==> src/hdl/assert_macros.svh <==
// Assertion macros used by the postfix evaluator back end.
// Each macro expects signals named clock and reset in the calling scope.
`ifndef ASSERT_MACROS_SVH
`define ASSERT_MACROS_SVH

// The expression must hold at every clock edge outside reset.
`define ASSERT_ALWAYS(lbl, expr, msg) \
   lbl: assert property (@(posedge clock) disable iff (reset) (expr)) else $error(msg);

// When the antecedent holds, the consequent must hold in the following cycle.
`define ASSERT_NEXT(lbl, ante, cons, msg) \
   lbl: assert property (@(posedge clock) disable iff (reset) (ante) |=> (cons)) else $error(msg);

`endif

==> src/hdl/pfe_pkg.sv <==
// Package for the postfix expression evaluator: operation and status codes,
// character constants, the queue entry type and the character decoder. No dependencies.
package pfe_pkg;

   // Character codes recognised by the evaluator.
   localparam logic [7:0] CHAR_ZERO  = 8'h30;
   localparam logic [7:0] CHAR_NINE  = 8'h39;
   localparam logic [7:0] CHAR_POW   = 8'h5E;
   localparam logic [7:0] CHAR_MUL   = 8'h2A;
   localparam logic [7:0] CHAR_DIV   = 8'h2F;
   localparam logic [7:0] CHAR_ADD   = 8'h2B;
   localparam logic [7:0] CHAR_SUB   = 8'h2D;

   // Depth of the queue between the front and the back.
   localparam int QUEUE_DEPTH = 4;
   localparam int QPTR_BITS   = 2;

   // Counters saturate at their top value.
   localparam int CNT_BITS = 16;

   typedef enum logic [2:0] {
      OP_NONE  = 3'd0,
      OP_DIGIT = 3'd1,
      OP_POW   = 3'd2,
      OP_MUL   = 3'd3,
      OP_DIV   = 3'd4,
      OP_ADD   = 3'd5,
      OP_SUB   = 3'd6
   } op_type;

   typedef enum logic [2:0] {
      ST_OK        = 3'd0,
      ST_COUNT     = 3'd1,
      ST_OVERFLOW  = 3'd2,
      ST_UNDERFLOW = 3'd3,
      ST_DIVZERO   = 3'd4
   } status_type;

   // One classified character as it travels through the queue.
   typedef struct packed {
      op_type     op;
      logic [3:0] digit;
      logic       last;
   } entry_type;

   // Maps a character to its operation.
   function automatic op_type classify(input logic [7:0] c);
      op_type r;
      r = OP_NONE;
      if (c >= CHAR_ZERO && c <= CHAR_NINE) r = OP_DIGIT;
      else if (c == CHAR_POW) r = OP_POW;
      else if (c == CHAR_MUL) r = OP_MUL;
      else if (c == CHAR_DIV) r = OP_DIV;
      else if (c == CHAR_ADD) r = OP_ADD;
      else if (c == CHAR_SUB) r = OP_SUB;
      return r;
   endfunction

endpackage

==> src/hdl/postfix_expression_evaluator.sv <==
// Postfix expression evaluator: the back end pushes a digit straight onto the stack; an operator
// pops two operands and runs the arithmetic unit (add/subtract, multiply, divide, power), which
// uses a shift-add multiplier shared by multiply and power and a restoring divider. rsp_valid
// rises once a final digit, ignored character or operator has been processed and the top of
// stack has been loaded into the result register.
// Synchronous active-high reset clears control state; stack contents are left as they are.
module postfix_expression_evaluator
   import pfe_pkg::*;
#(
   parameter int STACK_DEPTH = 16,
   parameter int VALUE_BITS  = 32
)
(
   input  logic        clock,
   input  logic        reset,
   input  logic        req_valid,
   output logic        req_ready,
   input  logic [7:0]  req_char_code,
   input  logic        req_last_char,
   output logic        rsp_valid,
   input  logic        rsp_ready,
   output logic [31:0] rsp_value,
   output logic [2:0]  rsp_status
);

   logic      q_valid;
   logic      q_pop;
   entry_type q_entry;

   // Front end classifies and queues character beats.
   pfe_front u_front (
      .clock         (clock),
      .reset         (reset),
      .req_valid     (req_valid),
      .req_ready     (req_ready),
      .req_char_code (req_char_code),
      .req_last_char (req_last_char),
      .q_valid       (q_valid),
      .q_entry       (q_entry),
      .q_pop         (q_pop)
   );

   // Back end evaluates on the operand stack and returns the result.
   pfe_back #(
      .STACK_DEPTH (STACK_DEPTH),
      .VALUE_BITS  (VALUE_BITS)
   ) u_back (
      .clock      (clock),
      .reset      (reset),
      .q_valid    (q_valid),
      .q_entry    (q_entry),
      .q_pop      (q_pop),
      .rsp_valid  (rsp_valid),
      .rsp_ready  (rsp_ready),
      .rsp_value  (rsp_value),
      .rsp_status (rsp_status)
   );

endmodule

==> src/hdl/pfe_front.sv <==
// Front end: accepts character beats, classifies them and queues them.
// Depends on pfe_pkg.
module pfe_front
   import pfe_pkg::*;
(
   input  logic       clock,
   input  logic       reset,
   input  logic       req_valid,
   output logic       req_ready,
   input  logic [7:0] req_char_code,
   input  logic       req_last_char,
   output logic       q_valid,
   output entry_type  q_entry,
   input  logic       q_pop
);

   entry_type                entries_ff [QUEUE_DEPTH];
   logic [QPTR_BITS-1:0]     wr_ptr_ff, wr_ptr_in;
   logic [QPTR_BITS-1:0]     rd_ptr_ff, rd_ptr_in;
   logic [QPTR_BITS:0]       count_ff, count_in;
   entry_type                new_entry;
   logic                     accept;
   logic                     push;
   logic                     pop;

   // Classify the incoming beat; ignored characters are dropped unless final.
   always_comb begin
      new_entry.op    = classify(req_char_code);
      new_entry.digit = 4'(req_char_code - CHAR_ZERO);
      new_entry.last  = req_last_char;
   end

   assign req_ready = (count_ff != (QPTR_BITS+1)'(QUEUE_DEPTH));
   assign accept    = req_valid & req_ready;
   assign push      = accept & ((new_entry.op != OP_NONE) | req_last_char);
   assign pop       = q_pop & q_valid;
   assign q_valid   = (count_ff != '0);
   assign q_entry   = entries_ff[rd_ptr_ff];

   // Queue pointers and fill count.
   always_comb begin
      wr_ptr_in = push ? wr_ptr_ff + 1'b1 : wr_ptr_ff;
      rd_ptr_in = pop ? rd_ptr_ff + 1'b1 : rd_ptr_ff;
      count_in  = count_ff + (QPTR_BITS+1)'(push) - (QPTR_BITS+1)'(pop);
   end

   always_ff @(posedge clock) begin
      if (reset) begin
         wr_ptr_ff <= '0;
         rd_ptr_ff <= '0;
         count_ff  <= '0;
      end else begin
         wr_ptr_ff <= wr_ptr_in;
         rd_ptr_ff <= rd_ptr_in;
         count_ff  <= count_in;
      end
   end

   // Queue storage.
   always_ff @(posedge clock) begin
      if (push) begin
         entries_ff[wr_ptr_ff] <= new_entry;
      end
   end

endmodule

==> src/hdl/pfe_alu.sv <==
// Sequential arithmetic unit: add, subtract, shift-add multiply, restoring
// divide and square-and-multiply power. Depends on pfe_pkg.
module pfe_alu
   import pfe_pkg::*;
#(
   parameter int VALUE_BITS = 32
)
(
   input  logic                  clock,
   input  logic                  reset,
   input  logic                  start,
   input  op_type                op,
   input  logic [VALUE_BITS-1:0] opnd_a,
   input  logic [VALUE_BITS-1:0] opnd_b,
   output logic                  done,
   output logic [VALUE_BITS-1:0] result,
   output logic                  div_zero
);

   localparam int CW = $clog2(VALUE_BITS + 1);

   typedef enum logic [6:0] {
      A_IDLE = 7'b0000001,
      A_MUL  = 7'b0000010,
      A_DIV  = 7'b0000100,
      A_PSEL = 7'b0001000,
      A_PMR  = 7'b0010000,
      A_PMB  = 7'b0100000,
      A_DONE = 7'b1000000
   } astate_type;

   astate_type             state_ff, state_in;
   logic [VALUE_BITS-1:0]  res_ff;
   logic                   dz_ff;
   logic [VALUE_BITS-1:0]  acc_ff, mc_ff, mp_ff;
   logic [VALUE_BITS-1:0]  dvd_ff, dsr_ff, rem_ff;
   logic                   neg_ff;
   logic [CW-1:0]          cnt_ff;
   logic [VALUE_BITS-1:0]  pres_ff, pbase_ff, pexp_ff;
   logic [VALUE_BITS:0]    rem_shift;
   logic                   rem_ge;
   logic                   mul_end;
   logic [VALUE_BITS-1:0]  ones;

   assign ones      = '1;
   assign mul_end   = (mp_ff == '0);
   assign rem_shift = {rem_ff, dvd_ff[VALUE_BITS-1]};
   assign rem_ge    = (rem_shift >= {1'b0, dsr_ff});

   assign done     = (state_ff == A_DONE);
   assign result   = res_ff;
   assign div_zero = dz_ff;

   // Sequencer for the multi-cycle operations.
   always_comb begin
      state_in = state_ff;
      unique case (state_ff)
         A_IDLE: begin
            if (start) begin
               unique case (op)
                  OP_MUL:  state_in = A_MUL;
                  OP_DIV:  state_in = (opnd_a == '0) ? A_DONE : A_DIV;
                  OP_POW:  state_in = opnd_a[VALUE_BITS-1] ? A_DONE : A_PSEL;
                  default: state_in = A_DONE;
               endcase
            end
         end
         A_MUL:  if (mul_end) state_in = A_DONE;
         A_DIV:  if (cnt_ff == CW'(VALUE_BITS)) state_in = A_DONE;
         A_PSEL: begin
            if (pexp_ff == '0) state_in = A_DONE;
            else if (pexp_ff[0]) state_in = A_PMR;
            else state_in = A_PMB;
         end
         A_PMR: begin
            if (mul_end) begin
               state_in = (pexp_ff[VALUE_BITS-1:1] == '0) ? A_DONE : A_PMB;
            end
         end
         A_PMB:  if (mul_end) state_in = A_PSEL;
         A_DONE: state_in = A_IDLE;
         default: state_in = A_IDLE;
      endcase
   end

   always_ff @(posedge clock) begin
      if (reset) begin
         state_ff <= A_IDLE;
         dz_ff    <= 1'b0;
      end else begin
         state_ff <= state_in;
         if (state_ff == A_IDLE && start) begin
            dz_ff <= (op == OP_DIV) && (opnd_a == '0);
         end
      end
   end

   // Datapath registers.
   always_ff @(posedge clock) begin
      case (state_ff)
         A_IDLE: begin
            if (start) begin
               case (op)
                  OP_ADD: res_ff <= opnd_b + opnd_a;
                  OP_SUB: res_ff <= opnd_b - opnd_a;
                  OP_MUL: begin
                     acc_ff <= '0;
                     mc_ff  <= opnd_b;
                     mp_ff  <= opnd_a;
                  end
                  OP_DIV: begin
                     res_ff <= '0;
                     dvd_ff <= opnd_b[VALUE_BITS-1] ? (~opnd_b + 1'b1) : opnd_b;
                     dsr_ff <= opnd_a[VALUE_BITS-1] ? (~opnd_a + 1'b1) : opnd_a;
                     neg_ff <= opnd_b[VALUE_BITS-1] ^ opnd_a[VALUE_BITS-1];
                     rem_ff <= '0;
                     cnt_ff <= '0;
                  end
                  OP_POW: begin
                     // A negative exponent only gives a non-zero power for base one or minus one.
                     if (opnd_b == VALUE_BITS'(1)) res_ff <= VALUE_BITS'(1);
                     else if (opnd_b == ones) res_ff <= opnd_a[0] ? ones : VALUE_BITS'(1);
                     else res_ff <= '0;
                     pres_ff  <= VALUE_BITS'(1);
                     pbase_ff <= opnd_b;
                     pexp_ff  <= opnd_a;
                  end
                  default: res_ff <= '0;
               endcase
            end
         end
         A_MUL: begin
            if (mul_end) begin
               res_ff <= acc_ff;
            end else begin
               acc_ff <= acc_ff + (mp_ff[0] ? mc_ff : '0);
               mc_ff  <= mc_ff << 1;
               mp_ff  <= mp_ff >> 1;
            end
         end
         A_DIV: begin
            if (cnt_ff == CW'(VALUE_BITS)) begin
               res_ff <= neg_ff ? (~dvd_ff + 1'b1) : dvd_ff;
            end else begin
               rem_ff <= rem_ge ? VALUE_BITS'(rem_shift - {1'b0, dsr_ff})
                                : rem_shift[VALUE_BITS-1:0];
               dvd_ff <= {dvd_ff[VALUE_BITS-2:0], rem_ge};
               cnt_ff <= cnt_ff + 1'b1;
            end
         end
         A_PSEL: begin
            res_ff <= pres_ff;
            acc_ff <= '0;
            mc_ff  <= pexp_ff[0] ? pres_ff : pbase_ff;
            mp_ff  <= pbase_ff;
         end
         A_PMR: begin
            if (mul_end) begin
               pres_ff <= acc_ff;
               res_ff  <= acc_ff;
               acc_ff  <= '0;
               mc_ff   <= pbase_ff;
               mp_ff   <= pbase_ff;
            end else begin
               acc_ff <= acc_ff + (mp_ff[0] ? mc_ff : '0);
               mc_ff  <= mc_ff << 1;
               mp_ff  <= mp_ff >> 1;
            end
         end
         A_PMB: begin
            if (mul_end) begin
               pbase_ff <= acc_ff;
               pexp_ff  <= pexp_ff >> 1;
            end else begin
               acc_ff <= acc_ff + (mp_ff[0] ? mc_ff : '0);
               mc_ff  <= mc_ff << 1;
               mp_ff  <= mp_ff >> 1;
            end
         end
         default: ;
      endcase
   end

endmodule

==> src/hdl/pfe_back.sv <==
// Back end: operand stack, counters, error flags and the result register.
// Depends on pfe_pkg, pfe_alu and assert_macros.svh.
`include "assert_macros.svh"
module pfe_back
   import pfe_pkg::*;
#(
   parameter int STACK_DEPTH = 16,
   parameter int VALUE_BITS  = 32
)
(
   input  logic        clock,
   input  logic        reset,
   input  logic        q_valid,
   input  entry_type   q_entry,
   output logic        q_pop,
   output logic        rsp_valid,
   input  logic        rsp_ready,
   output logic [31:0] rsp_value,
   output logic [2:0]  rsp_status
);

   localparam int SPW = $clog2(STACK_DEPTH + 1);
   localparam int AW  = $clog2(STACK_DEPTH);

   typedef enum logic [8:0] {
      B_IDLE  = 9'b000000001,
      B_POPA  = 9'b000000010,
      B_WAITB = 9'b000000100,
      B_POPB  = 9'b000001000,
      B_EXEC  = 9'b000010000,
      B_WAIT  = 9'b000100000,
      B_PUSH  = 9'b001000000,
      B_TOP   = 9'b010000000,
      B_EMIT  = 9'b100000000
   } bstate_type;

   bstate_type             state_ff, state_in;
   logic [VALUE_BITS-1:0]  stack_mem [STACK_DEPTH];
   logic [VALUE_BITS-1:0]  rd_data_ff;
   logic [SPW-1:0]         sp_ff;
   logic [CNT_BITS-1:0]    dcnt_ff, ocnt_ff;
   logic                   ovf_ff, unf_ff, dvz_ff;
   op_type                 op_ff;
   logic                   last_ff;
   logic [VALUE_BITS-1:0]  a_ff, b_ff, v_ff;
   logic                   rsp_valid_ff;
   logic [31:0]            rsp_value_ff;
   logic [2:0]             rsp_status_ff;
   logic                   full, empty;
   logic                   take;
   logic                   wr_en;
   logic [AW-1:0]          wr_addr, rd_addr;
   logic [VALUE_BITS-1:0]  wr_data;
   logic                   emit;
   logic                   alu_done, alu_dz;
   logic [VALUE_BITS-1:0]  alu_result;
   logic [63:0]            top_wide;
   status_type             status;

   assign full    = (sp_ff == SPW'(STACK_DEPTH));
   assign empty   = (sp_ff == '0);
   assign q_pop   = (state_ff == B_IDLE);
   assign take    = q_pop & q_valid;
   assign emit    = (state_ff == B_EMIT) & (~rsp_valid_ff | rsp_ready);

   // Sequencer: one queue entry at a time.
   always_comb begin
      state_in = state_ff;
      unique case (state_ff)
         B_IDLE: begin
            if (take) begin
               if (q_entry.op == OP_DIGIT || q_entry.op == OP_NONE) begin
                  state_in = q_entry.last ? B_TOP : B_IDLE;
               end else begin
                  state_in = B_POPA;
               end
            end
         end
         B_POPA:  state_in = B_WAITB;
         B_WAITB: state_in = B_POPB;
         B_POPB:  state_in = B_EXEC;
         B_EXEC:  state_in = B_WAIT;
         B_WAIT:  if (alu_done) state_in = B_PUSH;
         B_PUSH:  state_in = last_ff ? B_TOP : B_IDLE;
         B_TOP:   state_in = B_EMIT;
         B_EMIT:  if (emit) state_in = B_IDLE;
         default: state_in = B_IDLE;
      endcase
   end

   // Stack memory: one write port, one registered read port at the top.
   always_comb begin
      wr_addr = sp_ff[AW-1:0];
      rd_addr = AW'(sp_ff - 1'b1);
      wr_en   = ~full & ((take & (q_entry.op == OP_DIGIT)) | (state_ff == B_PUSH));
      wr_data = (state_ff == B_PUSH) ? v_ff : VALUE_BITS'(q_entry.digit);
   end

   always_ff @(posedge clock) begin
      if (wr_en) begin
         stack_mem[wr_addr] <= wr_data;
      end
      rd_data_ff <= stack_mem[rd_addr];
   end

   // Stack pointer, counters and error flags.
   always_ff @(posedge clock) begin
      if (reset) begin
         state_ff <= B_IDLE;
         sp_ff    <= '0;
         dcnt_ff  <= '0;
         ocnt_ff  <= '0;
         ovf_ff   <= 1'b0;
         unf_ff   <= 1'b0;
         dvz_ff   <= 1'b0;
      end else begin
         state_ff <= state_in;
         if (emit) begin
            sp_ff   <= '0;
            dcnt_ff <= '0;
            ocnt_ff <= '0;
            ovf_ff  <= 1'b0;
            unf_ff  <= 1'b0;
            dvz_ff  <= 1'b0;
         end else begin
            if (take && q_entry.op == OP_DIGIT) begin
               if (full) ovf_ff <= 1'b1;
               else sp_ff <= sp_ff + 1'b1;
               if (dcnt_ff != '1) dcnt_ff <= dcnt_ff + 1'b1;
            end
            if (state_ff == B_POPA || state_ff == B_POPB) begin
               if (empty) unf_ff <= 1'b1;
               else sp_ff <= sp_ff - 1'b1;
            end
            if (state_ff == B_WAIT && alu_done && alu_dz) begin
               dvz_ff <= 1'b1;
            end
            if (state_ff == B_PUSH) begin
               if (full) ovf_ff <= 1'b1;
               else sp_ff <= sp_ff + 1'b1;
               if (ocnt_ff != '1) ocnt_ff <= ocnt_ff + 1'b1;
            end
         end
      end
   end

   // Operand and item registers.
   always_ff @(posedge clock) begin
      if (take) begin
         op_ff   <= q_entry.op;
         last_ff <= q_entry.last;
      end
      if (state_ff == B_POPA) a_ff <= empty ? '0 : rd_data_ff;
      if (state_ff == B_POPB) b_ff <= empty ? '0 : rd_data_ff;
      if (state_ff == B_WAIT && alu_done) v_ff <= alu_result;
   end

   pfe_alu #(
      .VALUE_BITS (VALUE_BITS)
   ) u_alu (
      .clock    (clock),
      .reset    (reset),
      .start    (state_ff == B_EXEC),
      .op       (op_ff),
      .opnd_a   (a_ff),
      .opnd_b   (b_ff),
      .done     (alu_done),
      .result   (alu_result),
      .div_zero (alu_dz)
   );

   // Status priority: count mismatch, overflow, underflow, divide by zero.
   always_comb begin
      if ({1'b0, dcnt_ff} != ({1'b0, ocnt_ff} + (CNT_BITS+1)'(1))) status = ST_COUNT;
      else if (ovf_ff) status = ST_OVERFLOW;
      else if (unf_ff) status = ST_UNDERFLOW;
      else if (dvz_ff) status = ST_DIVZERO;
      else status = ST_OK;
      top_wide = empty ? 64'd0 : 64'(rd_data_ff);
   end

   // Result register parts the back from the result channel.
   always_ff @(posedge clock) begin
      if (reset) begin
         rsp_valid_ff <= 1'b0;
      end else begin
         rsp_valid_ff <= emit | (rsp_valid_ff & ~rsp_ready);
      end
      if (emit) begin
         rsp_value_ff  <= top_wide[31:0];
         rsp_status_ff <= status;
      end
   end

   assign rsp_valid  = rsp_valid_ff;
   assign rsp_value  = rsp_value_ff;
   assign rsp_status = rsp_status_ff;

   // The stack pointer never passes the stack depth.
   `ASSERT_ALWAYS(a_sp_bound, sp_ff <= SPW'(STACK_DEPTH), "stack pointer beyond depth")
   // A delivered result leaves an empty stack and cleared counters.
   `ASSERT_NEXT(a_emit_clear, emit, sp_ff == '0 && dcnt_ff == '0 && ocnt_ff == '0,
                "state not cleared after result")
   // A result is only loaded when the output register is free or being drained.
   `ASSERT_NEXT(a_emit_valid, emit, rsp_valid_ff, "result beat lost")

endmodule
==> config.mk <==
export PLATFORM = sky130hd
export DESIGN_NAME = postfix_expression_evaluator
export DESIGN_NICKNAME = d
export VERILOG_FILES = /design/src/hdl/pfe_pkg.sv /design/src/hdl/postfix_expression_evaluator.sv /design/src/hdl/pfe_front.sv /design/src/hdl/pfe_alu.sv /design/src/hdl/pfe_back.sv
export VERILOG_INCLUDE_DIRS = /design/src /design/src/hdl
export SDC_FILE = /design/constraint.sdc
export NUM_CORES = 2
export LEC_CHECK = 0
export ABC_CLOCK_PERIOD_IN_PS = 14800
export BUFFER_PORTS_ARGS = -buffer_cell sky130_fd_sc_hd__buf_4
export CAP_MARGIN = 20
export CORE_MARGIN = 2
export CORE_UTILIZATION = 45
export DETAILED_ROUTE_END_ITERATION = 16
export HOLD_SLACK_MARGIN = 0.06
export MAX_ROUTING_LAYER = met4
export PLACE_DENSITY = 0.56
export SETUP_SLACK_MARGIN = 0.05
export SLEW_MARGIN = 25
export SYNTH_ARGS = -nofsm -noshare
export SYNTH_HDL_FRONTEND = slang
export SYNTH_SLANG_ARGS = --single-unit
==> constraint.sdc <==
create_clock -name clock -period 14.8 [get_ports clock]
set_clock_uncertainty 0.2 [all_clocks]
set_input_delay 2.96 -clock clock [delete_from_list [all_inputs] [get_ports clock]]
set_output_delay 2.96 -clock clock [all_outputs]
set_load 0.02 [all_outputs]
==> out/metrics.cfg <==
[status]
outcome=finished clean

[worst_hold_path]
hp-start=u_back.u_alu.result[10]
hp-class=register to register

[clock_tree]
clk_pin_slew_worst_paths_ns=0.06
hold_buffers=0
cts_buffers=116
htree_levels=3
cts.sinks=1105
cts-root-buf=clkbuf_16
clk_latency_ns=0.74
cts_tree=yes
cts-resized-gates=0
post_cts_buffers=0
clk_path_buf_depth=3

[sta]
slew_viol_final=0
setup_violations=0
finalHoldViolCount=0
worst_pin_slew_ns=1.04
slew_headroom_pct=30.7
period_needed_ns=5.98
grt_setup_unrepaired=false
fmax_ghz=0.167
hold_slack_ns=0.213
fin_crit_sh_pct=40.4
setup_slack_ns=8.82
fin_setup_tns_ns=0

[layout]
multi_input_area_sq_um=18300
largest_reg_flops=512
n_fill_cell=9778
fin_util_pct=50.8
nNetsFinal=3903
syn_to_final_growth_pct=12.3
postLayoutCellArea_sq_um=57800
regMostFlops=u_back.stack_mem
seq_area_sq_um=32200
drive_gt1_share_pct=15.4

[critical_path]
startpoint=u_back.a_ff[0]
setup.worst_path.start_class=register
worstSetupPathType=register to register
critical_path.max_fanout=10
r2r-start=u_back.a_ff[0]
worstPathArrival_ns=6.26
critical_path.endpoint_type=register
required_ns=15.08

[yosys]
synth_common_cells=1006 x edfxtp_1, 241 x nor2_1, 235 x nand2_1
seq_area_frac_synth_pct=62.5
yosysWarnings=0
syn-instance-count=3761
async_reset_ff_share_pct=0
syn_area_sq_um=51500
synth_ff_type=edfxtp_1
synth.distinct_cells=85
yosysTopAreaCellShare_pct=58.7
synth.most_common_cell=edfxtp_1
synth_top_area_cell=edfxtp_1
ys_ff_latch=1105
avgSynthCellArea_sq_um=13.7
syn-num-nets=3891
synth_edf_count=1006
yosys-top-cells-area=edfxtp_1 59%, mux4_2 7.3%, dfxtp_1 3.8%

[drt]
dr_total_vias=32200
wl_per_cell_um=26.7
drtPass1Iterations=9
drc=0
antenna_left=0
wl_um=144000
viasPerCell=5.98
drt-initial-drc-count=3545

[die]
ios=50
dieArea_sq_um=117000
die_width_um=342
die_height_um=342
fp-row-count=124
core_area_sq_um=114000
start_util_pct=45.2

[power_and_ir_drop]
powerDensity_nw_per_um2=139
p_leak_nw=18.0
max-vdd-ir-drop_v=0.000102

[global_route]
grt_usage_pct=25.3
first_global_vias=31300
gr-total-overflow=0
grt_pass1_wl_um=213000
grt_max_degree=65
antenna_found_initial=14

[place]
dp_hpwl_um=92500
dp_slack_ns=8.91
placed_cell_area_sq_um=53600
place_congestion=0.936
io_buffers=49

[flow_run]
drv_cap=0

-- cells in the final DEF (no fill, tap or decap), types with 26 or more instances in the layout --
cell / Yosys / final
xor2_1: 115 / 115
ha_1: 113 / 112
nand3_1: 56 / 56
o21ai_0: 159 / 158
clkinv_2: 0 / 26
or3_1: 27 / 26
nor4_1: 30 / 29
dfxtp_1: 99 / 98
inv_1: 117 / 117
nand2_1: 235 / 233
mux2_2: 59 / 59
nor3_1: 52 / 44
nand4_1: 32 / 32
and3_1: 33 / 29
clkbuf_16: 0 / 117
a21o_1: 48 / 48
a221oi_1: 37 / 35
a222oi_1: 56 / 56
and2_1: 106 / 101
o31ai_1: 34 / 34
nor2_1: 241 / 234
xnor2_1: 136 / 134
edfxtp_1: 1006 / 1006
nor2b_1: 87 / 86
a21oi_1: 210 / 209
buf_4: 0 / 106
nand2b_1: 30 / 29
mux4_2: 168 / 168
-- metal layers --
layer / share of wire, % / up-vias / routed length, um / global-route usage (%)
met2: 48 / 1114 / 68400 / 39.5
met5: 0 / - / 0 / -
met3: 5.9 / 232 / 8530 / 2.98
met1: 43 / 16400 / 62500 / 35.0
met4: 3.1 / 0 / 4480 / 7.99
li1: - / 14400 / - / -
-- logic make-up after synthesis --
| group | synth area share (%) |
|---|---|
| AOI/OAI and AO/OA | 9.13 |
| xor gates and xnor gates | 4.27 |
| adders and majority gates | 2.90 |
| buffers and inverters | 2.45 |
| DFF | 62.5 |
| muxes | 8.83 |
| and+or+nand+nor | 9.90 |
-- critical path, cell delays in order (launching register included) --
cell      delay, ns
edfxtp_1       0.54
inv_1          0.13
ha_1           0.18
or3b_4         0.40
or3_4          0.35
or2_4          0.27
nor3_2         0.22
or2b_1         0.29
o41ai_1        0.31
xor2_1         0.20
ha_1           0.35
a21oi_1        0.18
nor2b_1        0.06
or2_2          0.34
a31o_2         0.23
a31oi_1        0.58
o21ai_0        0.31
a211oi_1       0.32
xor2_1         0.16
o21ai_0        0.08
-- through the flow --
stage	power, mW	instances
after floorplan	4.54	3761
after global placement	4.98	5163
final	8.03	5391
after global routing	8.35	5389
after detailed placement	4.98	5164
after CTS	8.10	5386
-- path summary, 6_finish.rpt --
kind / endpoint / slack (ns) / depth (start not counted)
worst min-delay path: u_back.v_ff[10] / 0.21 / 0
worst max register to register: u_back.u_alu.result[30] / 8.82 / 19
worst max-delay path: u_back.u_alu.result[30] / 8.82 / 19
worst min register to register: u_back.v_ff[10] / 0.21 / 0
-- where the power goes --
group | switching [mW] | leakage [nW] | total (mW) | internal (mW)
Sequential | 0.0980 | 8.99 | 3.64 | 3.54
Clock | 1.27 | 2.01 | 3.11 | 1.84
Combinational | 0.803 | 7.05 | 1.28 | 0.482
-- cell type report --
| cell class | count | share of cell area, % |
|---|---|---|
| tap | 1512 | 3.27 |
| multi-input combinational | 2323 | 31.6 |
| timing repair buffer | 110 | 1.53 |
| inverter | 117 | 0.759 |
| clock inverter | 78 | 1.78 |
| clock buffer | 144 | 5.36 |
| sequential | 1105 | 55.7 |
| antenna | 2 | 0.00865 |
Power figures use the tool's default switching activity.
